--- src/rtl/drl_pkg.sv ---
// shared constants, types and color helpers for the road layer renderer
package drl_pkg;

  localparam int RAM_WORDS  = 2048;
  localparam int RAM_AW     = $clog2(RAM_WORDS);
  localparam int BANK_DEPTH = 2 * RAM_WORDS;
  localparam int BANK_AW    = $clog2(BANK_DEPTH);
  localparam int ROM_BYTES  = 65536;
  localparam int ROM_DEPTH  = 65536;
  localparam int ROM_AW     = $clog2(ROM_DEPTH);
  localparam int LINE_WIDTH = 320;

  // second road line base sits in the upper half only when the rom has one
  localparam logic ROM_HI = (ROM_BYTES > 32768) ? 1'b1 : 1'b0;

  localparam logic [11:0] SCROLL_BASE = 12'h5f8;

  typedef enum logic [1:0] {
    CMD_WRITE_RAM = 2'd0,
    CMD_SWAP      = 2'd1,
    CMD_LOAD_ROM  = 2'd2,
    CMD_RENDER    = 2'd3
  } cmd_t;

  typedef enum logic [1:0] {
    MODE_ROAD0       = 2'd0,
    MODE_ROAD0_FRONT = 2'd1,
    MODE_ROAD1_FRONT = 2'd2,
    MODE_ROAD1       = 2'd3
  } mode_t;

  localparam logic REG_CONTROL = 1'b0;
  localparam logic REG_XOFFSET = 1'b1;

  localparam logic [7:0] PRIO_ROAD0_FRONT [8] = '{8'h80, 8'h81, 8'h81, 8'h87,
                                                  8'h00, 8'h00, 8'h00, 8'h00};
  localparam logic [7:0] PRIO_ROAD1_FRONT [8] = '{8'h81, 8'h81, 8'h81, 8'h8f,
                                                  8'h00, 8'h00, 8'h00, 8'h80};

  typedef struct packed {
    logic               ram_we;
    logic [BANK_AW-1:0] ram_addr;
    logic [15:0]        ram_data;
    logic               rom_we;
    logic [ROM_AW-1:0]  rom_addr;
    logic [7:0]         rom_data;
  } mem_wr_t;

  function automatic logic [10:0] road_color(logic road, logic [2:0] pix,
                                             logic [11:0] cw, logic ext_road);
    logic [3:0]  nib;
    logic [10:0] base;
    logic [10:0] res;
    nib  = road ? cw[7:4] : cw[3:0];
    base = road ? 11'h408 : 11'h400;
    case (pix)
      3'd0: res = base ^ {10'd0, nib[0]};
      3'd1: res = (base ^ 11'h002) ^ {10'd0, nib[1]};
      3'd2: res = (base ^ 11'h004) ^ {10'd0, nib[2]};
      3'd3: begin
        if (ext_road) res = base ^ {10'd0, nib[0]};
        else res = (11'h420 ^ (road ? 11'h010 : 11'h000)) ^ {7'd0, cw[11:8]};
      end
      default: res = (base ^ 11'h006) ^ {10'd0, nib[3]};
    endcase
    return res;
  endfunction

endpackage

--- src/rtl/drl_cfg.sv ---
// apb-style register port for road control and horizontal offset
module drl_cfg import drl_pkg::*; (
  input  logic        clk,
  input  logic        rst_n,
  input  logic        psel,
  input  logic        penable,
  input  logic        pwrite,
  input  logic [2:0]  paddr,
  input  logic [31:0] pwdata,
  output logic [31:0] prdata,
  output logic        pready,
  output logic [2:0]  road_ctl,
  output logic [9:0]  x_offset
);

  logic [2:0] ctrl_r, ctrl_nxt;
  logic [9:0] xoff_r, xoff_nxt;
  logic       wr_en;

  assign pready = 1'b1;
  assign wr_en  = psel && penable && pwrite && pready;

  always_comb begin
    ctrl_nxt = ctrl_r;
    xoff_nxt = xoff_r;
    if (wr_en) begin
      case (paddr[2])
        REG_CONTROL: ctrl_nxt = pwdata[2:0];
        REG_XOFFSET: xoff_nxt = pwdata[9:0];
        default: ;
      endcase
    end
  end

  always_ff @(posedge clk) begin
    if (!rst_n) begin
      ctrl_r <= '0;
      xoff_r <= '0;
    end else begin
      ctrl_r <= ctrl_nxt;
      xoff_r <= xoff_nxt;
    end
  end

  always_comb begin
    case (paddr[2])
      REG_CONTROL: prdata = {29'd0, ctrl_r};
      REG_XOFFSET: prdata = {22'd0, xoff_r};
      default:     prdata = '0;
    endcase
  end

  assign road_ctl = ctrl_r;
  assign x_offset = xoff_r;

endmodule

--- config.mk ---
export PLATFORM = sky130hd
export DESIGN_NAME = drl_cfg
export DESIGN_NICKNAME = d
export VERILOG_FILES = /design/src/rtl/drl_pkg.sv /design/src/rtl/drl_cfg.sv
export SDC_FILE = /design/constraint.sdc
export NUM_CORES = 1
export LEC_CHECK = 0
export ABC_AREA = 1
export BUFFER_PORTS_ARGS = -buffer_cell sky130_fd_sc_hd__buf_2
export CAP_MARGIN = 10
export CORE_UTILIZATION = 37
export CTS_CLUSTER_SIZE = 14
export DETAILED_ROUTE_END_ITERATION = 12
export PLACE_DENSITY = 0.81
export RECOVER_POWER = 100
export SYNTH_ARGS = -nofsm -noshare
export SYNTH_HDL_FRONTEND = slang
export SYNTH_SLANG_ARGS = --single-unit
--- constraint.sdc ---
create_clock -name clk -period 1.5 [get_ports clk]
set_input_delay 0.15 -clock clk [delete_from_list [all_inputs] [get_ports clk]]
set_output_delay 0.15 -clock clk [all_outputs]
set_load 0.1 [all_outputs]
==> impl_metrics.toml, run 1 <==
[yosys]
syn_area_per_cell_um2 = 6.23
synth_top_area_frac = 0.312
yosys_warnings = 0
ys_seq_area_frac = 0.312
yosysMostFrequentCell = "nand2_1"
synthArstFlopShare = 0
syn_inst = 134
ys_ff_latch = 13
ys.flop_type = "dfxtp_1"
netlist_top_cells_area = "dfxtp_1, buf_4, nand2_1, nor2_1, nand3_1"
synthTopCellsByCount = "nand2_1, nor2_1, buf_4"
yosysTopAreaCell = "dfxtp_1"
synthesis.area_um2 = 835
synth-edff-count = 0
synth_cell_types = 12

[critical_path]
timing_worst_setup_path_type = "reg -> out"
cpLargestDelayFamily = "buffers and inverters"
path_buf_inv = 1
worstPathCellList = "nand2_1 -> nand2_2 -> buf_2"
cp_data_required_time_ps = 1350
slowest_stage = "buf_2"
slowest_delay_ps = 420
cp-start-kind = "flip-flop"
cp.arrival_ps = 1170
crit_path_end_kind = "output port"
critPathMaxFanout = 3

[floorplan]
die_w_um = 49.5
initial_core_util = 0.409
row_count = 16
io_pins = 86
die_y_um = 49.5
coreArea_um2 = 2040
die_area_um2 = 2450

[cts]
cts_setup_buffers = 0
cts_buffers = 3
clock-root-buffer = "clkbuf_4"
clk_pin_slew_ps = 80
holdBufCountCts = 0
cts_sinks = 13
cts-resized-gates = 0
clk_path_buf_depth = 2
cts_tree = "built"
clock_latency_ps = 260
htree_levels = 1

[global_route]
grtUsageTotal = 0.128
grt_overflow = 0
antenna_found_initial = 0
grt_pass1_vias = 571
grt_pass1_wl_mm = 2.40
grt_max_degree = 18

[routing]
detail-route-antenna-nets = 0
drtPass1Iterations = 4
drt-wirelength-per-cell_um = 8.23
num_vias = 799
drtIter0Drc = 15
wl_mm = 1.63
drc = 0
viasPerCell = 4.04

[status]
status = "completed"

[sta]
rsz0062_at_grt = "no"
fin_setup_tns_ps = 0
fin_crit_ps = 1320
maxSlewViolCount = 0
setup_violations = 0
max_slew_margin = 0.454
clock_skew_ps = 0
tightestPinTransition_ps = 816
max_freq_mhz = 757
hold_viol = 0
final_min_period_over_clock_period = 0.881

[finish]
layout.cells.non_filler = 198
drive_above_1_share = 0.339
syn_to_final_growth_pct = 22.5
n_antenna_cell = 0
fin_util = 0.501
layout.nets = 212

[power_and_ir_drop]
vdd_drop_max_uv = 508
p_leak_nw = 0.636
cellPowerDensity_nw_per_um2 = 1050
power.total_mw = 1.07

[min_path]
hold_path.class = "in -> reg"

[place]
portBuffers = 38
dp.cells = 194
dp_hpwl_mm = 1.28
place.gp.congestion = 0.754

[flow_run]
max_cap_viol_count = 0
layout by cell type (no fill, tap or decap):
master    count
clkbuf_1      2
clkbuf_2     19
dfxtp_2      13
buf_2        17
clkbuf_4      3
nand3_1      14
nor2_4        1
buf_12        2
nand2_2       2
inv_2         1
nor2_1       28
nand2_1      28
inv_1        18
conb_1       23
layer usage:
layer / part of all wire / up-vias / GRT usage
met1: 0.44 / 340 / 0.164
li1: - / 421 / -
met5: 0 / - / 0
met3: 0.069 / 0 / 0.0309
met2: 0.49 / 38 / 0.210
met4: 0 / 0 / 0.0429
through the flow:
step	hold slack (ps)	cell area (µm²)	setup WS (ps)
after floorplan	263	935	-61.0
after global placement	464	1050	357
after detailed placement	473	1050	362
after CTS	184	1070	197
after global routing	208	1020	119
final	195	1020	179
sequential cells by signal, indices dropped and copies added (netlist names):
register and cells:
x_offset 10, road_ctl 3
worst paths after layout:
| kind | startpoint | endpoint | slack (ps) | cells after the start |
|---|---|---|---|---|
| worst max-delay path | x_offset[2] | prdata[2] | 180 | 3 |
| worst min-delay path | pwdata[5] | x_offset[5] | 190 | 5 |
| worst max register to register | road_ctl[2] | road_ctl[2] | 910 | 2 |
| worst min register to register | x_offset[7] | x_offset[7] | 490 | 2 |
worst register-to-register path, cell delays in order (launching register included):
cell and delay [ps]:
dfxtp_2 340, nor2_1 100, nor2_1 60
power breakdown:
part,internal [mW],switching (mW),total (mW)
clock,0.103,0.108,0.211
combinational,0.0489,0.446,0.495
sequential,0.359,0.00849,0.368
kinds of logic after synthesis:
| logic type | after synthesis | synth area share |
|---|---|---|
| buffers and inverters | 46 | 0.318 |
| other | 2 | 0.00900 |
| and+or+nand+nor | 73 | 0.361 |
| DFF | 13 | 0.312 |
area by class of cell:
type	instances	area, µm²
Timing Repair Buffer	39	224
Multi-Input combinational cell	96	390
Fill cell	226	1020
Tap cell	27	33.8
Sequential cell	13	277
Clock buffer	4	26.3
Inverter	19	71.3
No activity file was read; power rests on OpenSTA's default activity.
==> run 2, diff against run 1 <==
--- a/config.mk
+++ b/config.mk
@@ -8,10 +8,10 @@
 export ABC_AREA = 1
 export BUFFER_PORTS_ARGS = -buffer_cell sky130_fd_sc_hd__buf_2
 export CAP_MARGIN = 10
-export CORE_UTILIZATION = 37
+export CORE_UTILIZATION = 30
 export CTS_CLUSTER_SIZE = 14
 export DETAILED_ROUTE_END_ITERATION = 12
-export PLACE_DENSITY = 0.81
+export PLACE_DENSITY = 0.67
 export RECOVER_POWER = 100
 export SYNTH_ARGS = -nofsm -noshare
 export SYNTH_HDL_FRONTEND = slang
==> impl_metrics.toml, run 2 (synthesis results as in run 1) <==
[sta]
max_freq_mhz = 767
rsz0062_at_grt = "no"
tightestPinTransition_ps = 688
fin_crit_ps = 1300
max_slew_margin = 0.540
final_min_period_over_clock_period = 0.869
setup_slack_ps = 196
maxSlewViolCount = 0
hold_viol = 0
clock_skew_ps = 0
setup_violations = 0

[global_route]
grt_pass1_wl_mm = 2.55
grt_overflow = 0
grt_max_degree = 14
antenna_found_initial = 0
grt_pass1_vias = 611
grtUsageTotal = 0.122

[routing]
detail-route-antenna-nets = 0
drtIter0Drc = 7
viasPerCell = 3.88
wl_mm = 1.67
num_vias = 784
drtPass1Iterations = 3
drt-wirelength-per-cell_um = 8.25
drc = 0

[critical_path]
worstPathCellList = "nand2_1 -> inv_1 -> clkbuf_2"
critPathMaxFanout = 3
crit_cells = 3
cp.arrival_ps = 1150
path_buf_inv = 2
slowest_stage = "clkbuf_2"
reg2reg_depth = 2
crit_path_end_kind = "output port"
cpLargestDelayFamily = "buffers and inverters"
timing_worst_setup_path_type = "reg -> out"
slowest_delay_ps = 440
cp-start-kind = "flip-flop"
cp_data_required_time_ps = 1350

[finish]
multi_input_area_um2 = 383
final_cell_mix = "nor2_1, nand2_1, conb_1"
layout.nets = 213
n_antenna_cell = 0
syn_to_final_growth_pct = 28.9
drive_above_1_share = 0.331
seqCellArea_um2 = 277
num-fill-cells = 293
largest_reg_flops = 10
layout_commonest_cell = "nor2_1"

[cts]
cts_tree = "built"
cts_sinks = 13
clock-root-buffer = "clkbuf_4"
cts-resized-gates = 0
clock_latency_ps = 270
clk_path_buf_depth = 2
cts_setup_buffers = 0
holdBufCountCts = 0
cts_buffers = 3
clk_pin_slew_ps = 80
htree_levels = 1

[min_path]
holdPathStages = 5
hold_path.class = "in -> reg"

[place]
portBuffers = 38
dp_slack_ps = 399
place.gp.congestion = 0.706
dp_hpwl_mm = 1.31

[flow_run]
max_cap_viol_count = 0

[floorplan]
die_area_um2 = 3000
initial_core_util = 0.328
row_count = 18
coreArea_um2 = 2540
io_pins = 86
die_y_um = 54.7
die_w_um = 54.7

[power_and_ir_drop]
power.total_mw = 1.08
cellPowerDensity_nw_per_um2 = 1010
vdd_drop_max_uv = 427
p_leak_nw = 0.652

[status]
status = "completed"
run 2: cell count changes in the layout (fill, tap and decap cells not counted):
cell      previous run  this run
inv_1               18        19
nor2_1              28        29
nor2_4               1         0
buf_12               2         5
clkbuf_2            19        15
buf_2               17        16
clkbuf_4             3         5
inv_2                1         0
buf_4                0         1
run 2: area by class of cell:
cell class | instances | area share
Sequential cell | 13 | 0.257
Multi-Input combinational cell | 96 | 0.356
Tap cell | 30 | 0.0349
Timing Repair Buffer | 40 | 0.262
Inverter | 19 | 0.0663
Clock buffer | 4 | 0.0244
run 2: stage by stage:
stage / hold WS (ps) / std cells / TNS [ps] / instance area (µm²) / utilization
final: 192 / 202 / 0 / 1080 / 0.423
after global routing: 194 / 202 / 0 / 1080 / 0.423
after CTS: 183 / 202 / 0 / 1160 / 0.456
after detailed placement: 470 / 198 / 0 / 1130 / 0.445
after global placement: 460 / 198 / 0 / 1130 / 0.445
after floorplan: 263 / 155 / -61.0 / 935 / -
run 2: path summary, 6_finish.rpt:
path	start	to	slack (ps)
hold reg to reg	x_offset[1]	x_offset[1]	490
setup / recovery	x_offset[9]	prdata[9]	200
setup reg to reg	x_offset[8]	x_offset[8]	920
hold / removal	pwdata[8]	x_offset[8]	190
run 2: where the power goes:
group / switching (mW) / internal (mW)
Clock: 0.111 / 0.103
Combinational: 0.445 / 0.0575
Sequential: 0.00830 / 0.359
run 2: routing by layer:
metal	vias up	track usage	routed length, µm
met2	34	0.205	813
met1	327	0.150	736
met5	-	0	0
li1	423	-	-
met3	0	0.0250	116
met4	0	0.0513	0
run 2: worst register-to-register path, cell delays in order (launching register included):
cell and delay [ps]:
dfxtp_2 330, nor2_1 90, nor2_1 50
==> run 3, diff against run 2 <==
--- a/config.mk
+++ b/config.mk
@@ -5,14 +5,15 @@
 export SDC_FILE = /design/constraint.sdc
 export NUM_CORES = 1
 export LEC_CHECK = 0
-export ABC_AREA = 1
+export ABC_AREA = 0
 export BUFFER_PORTS_ARGS = -buffer_cell sky130_fd_sc_hd__buf_2
 export CAP_MARGIN = 10
 export CORE_UTILIZATION = 30
 export CTS_CLUSTER_SIZE = 14
 export DETAILED_ROUTE_END_ITERATION = 12
-export PLACE_DENSITY = 0.67
+export PLACE_DENSITY = 0.69
 export RECOVER_POWER = 100
+export SKIP_LAST_GASP = 1
 export SYNTH_ARGS = -nofsm -noshare
 export SYNTH_HDL_FRONTEND = slang
 export SYNTH_SLANG_ARGS = --single-unit
==> impl_metrics.toml, run 3 <==
[power_and_ir_drop]
netSwitchingPower_mw = 0.486
p_clk_frac = 0.218
pwr-share-seq = 0.367
p_leak_nw = 0.497
power.total_mw = 0.978
intPower_mw = 0.492
vdd_drop_max_uv = 458
combPwrFrac = 0.415
cellPowerDensity_nw_per_um2 = 1040
switching_share = 0.497

[finish]
final_cell_mix = "nand2_1, conb_1, clkbuf_2"
drive_above_1_share = 0.500
n_antenna_cell = 0
syn_to_final_growth_pct = 18.5
fin_util = 0.378
layout.nets = 167
largest_reg_flops = 10

[sta]
maxSlewViolCount = 0
tightestPinTransition_ps = 619
max_slew_margin = 0.587
setup_slack_ps = 122
final_min_period_over_clock_period = 0.918
fin_setup_tns_ps = 0
rsz0062_at_grt = "no"
hold_viol = 0
setup_violations = 0
holdWs_ps = 109
fin_crit_ps = 1380
max_freq_mhz = 726
clock_skew_ps = 0

[global_route]
grt_overflow = 0
grtUsageTotal = 0.113
grt_pass1_vias = 504
antenna_found_initial = 0
grt_max_degree = 24
grt_pass1_wl_mm = 2.24

[place]
portBuffers = 38
dp_slack_ps = 323
place.gp.congestion = 0.599
dp_hpwl_mm = 1.20

[yosys]
synth-edff-count = 0
ys.flop_type = "dfxtp_1"
syn_area_per_cell_um2 = 8.77
synth_cell_types = 11
synthesis.area_um2 = 790
ys_seq_area_frac = 0.330
yosys_warnings = 0
yosysTopAreaCell = "dfxtp_1"
synthArstFlopShare = 0
syn_inst = 90
synth_top_area_frac = 0.330
netlist_top_cells_area = "dfxtp_1, buf_4, mux2i_1, nand2_1, and2_1"
synthTopCellsByCount = "buf_4, nand2_1, dfxtp_1, mux2i_1, and2_1"
ys_ff_latch = 13

[critical_path]
timing_worst_setup_path_type = "reg -> out"
slowest_delay_ps = 370
crit_path_end_kind = "output port"
worstPathCellList = "mux2_2 -> clkbuf_2"
cp-start-kind = "flip-flop"
cp_data_required_time_ps = 1350
critPathMaxFanout = 3
reg2reg_depth = 2
slowest_stage = "clkbuf_2"
cp.arrival_ps = 1230

[floorplan]
row_count = 18
io_pins = 86
initial_core_util = 0.319
die_w_um = 53.3
die_y_um = 53.3
die_area_um2 = 2840
coreArea_um2 = 2480

[flow_run]
max_cap_viol_count = 0

[min_path]
hold_path.class = "in -> reg"
holdPathStages = 3

[cts]
clk_path_buf_depth = 2
cts_sinks = 13
cts_buffers = 3
cts_setup_buffers = 0
htree_levels = 1
clock-root-buffer = "clkbuf_4"
holdBufCountCts = 0
clock_latency_ps = 260
clk_pin_slew_ps = 80
cts_tree = "built"
cts-resized-gates = 0

[routing]
drt-wirelength-per-cell_um = 9.82
wl_mm = 1.53
drtPass1Iterations = 4
detail-route-antenna-nets = 0
drtIter0Drc = 7
drc = 0
num_vias = 619
viasPerCell = 3.97

[status]
status = "completed"
[run 3: area by class of cell]
cell class | count | area (µm²)
Fill cell | 267 | 1540
Multi-Input combinational cell | 71 | 407
Sequential cell | 13 | 275
Timing Repair Buffer | 38 | 190
Tap cell | 30 | 37.5
Clock buffer | 4 | 26.3
[run 3: cells by family after synthesis]
| logic type | Yosys count | share of synthesized area |
|---|---|---|
| buf+inv | 27 | 0.263 |
| flops | 13 | 0.330 |
| mux | 16 | 0.208 |
| other cells | 2 | 0.00951 |
| simple gates | 32 | 0.190 |
[run 3: worst paths after layout]
| path | start | end | slack [ps] |
|---|---|---|---|
| hold reg to reg | x_offset[9] | x_offset[9] | 460 |
| hold / removal | pwdata[4] | x_offset[4] | 110 |
| setup reg to reg | road_ctl[0] | road_ctl[0] | 870 |
| setup / recovery | road_ctl[2] | prdata[2] | 120 |
[run 3: stage by stage]
stage	instance area (µm²)	std cells
final	936	156
after global routing	936	156
after CTS	938	156
after detailed placement	912	152
after global placement	912	152
after floorplan	892	111
[run 3: power groups by stage]
stage          Combinational [mW]  Clock, mW  Sequential, mW
2_1_floorplan               0.366          0           0.422
3_3_place_gp                0.406          0           0.366
3_5_place_dp                0.408          0           0.367
4_1_cts                     0.408      0.222           0.359
5_1_grt                     0.419      0.238           0.360
6_report                    0.406      0.213           0.359
[run 3: worst max-delay path: cells and delay by family (launching register included)]
| kind | cells | cell delay [ps] |
|---|---|---|
| buffers and inverters | 1 | 370 |
| flip-flops | 1 | 330 |
| multiplexers | 1 | 260 |
[run 3: per-layer routing]
metal  track usage  up-vias  share of wire  wire [µm]
met5             0        -              0          0
met4        0.0395        0              0          0
met3        0.0259        0          0.072        111
met2         0.213       35           0.51        788
met1         0.119      274           0.41        632
li1              -      310              -          -
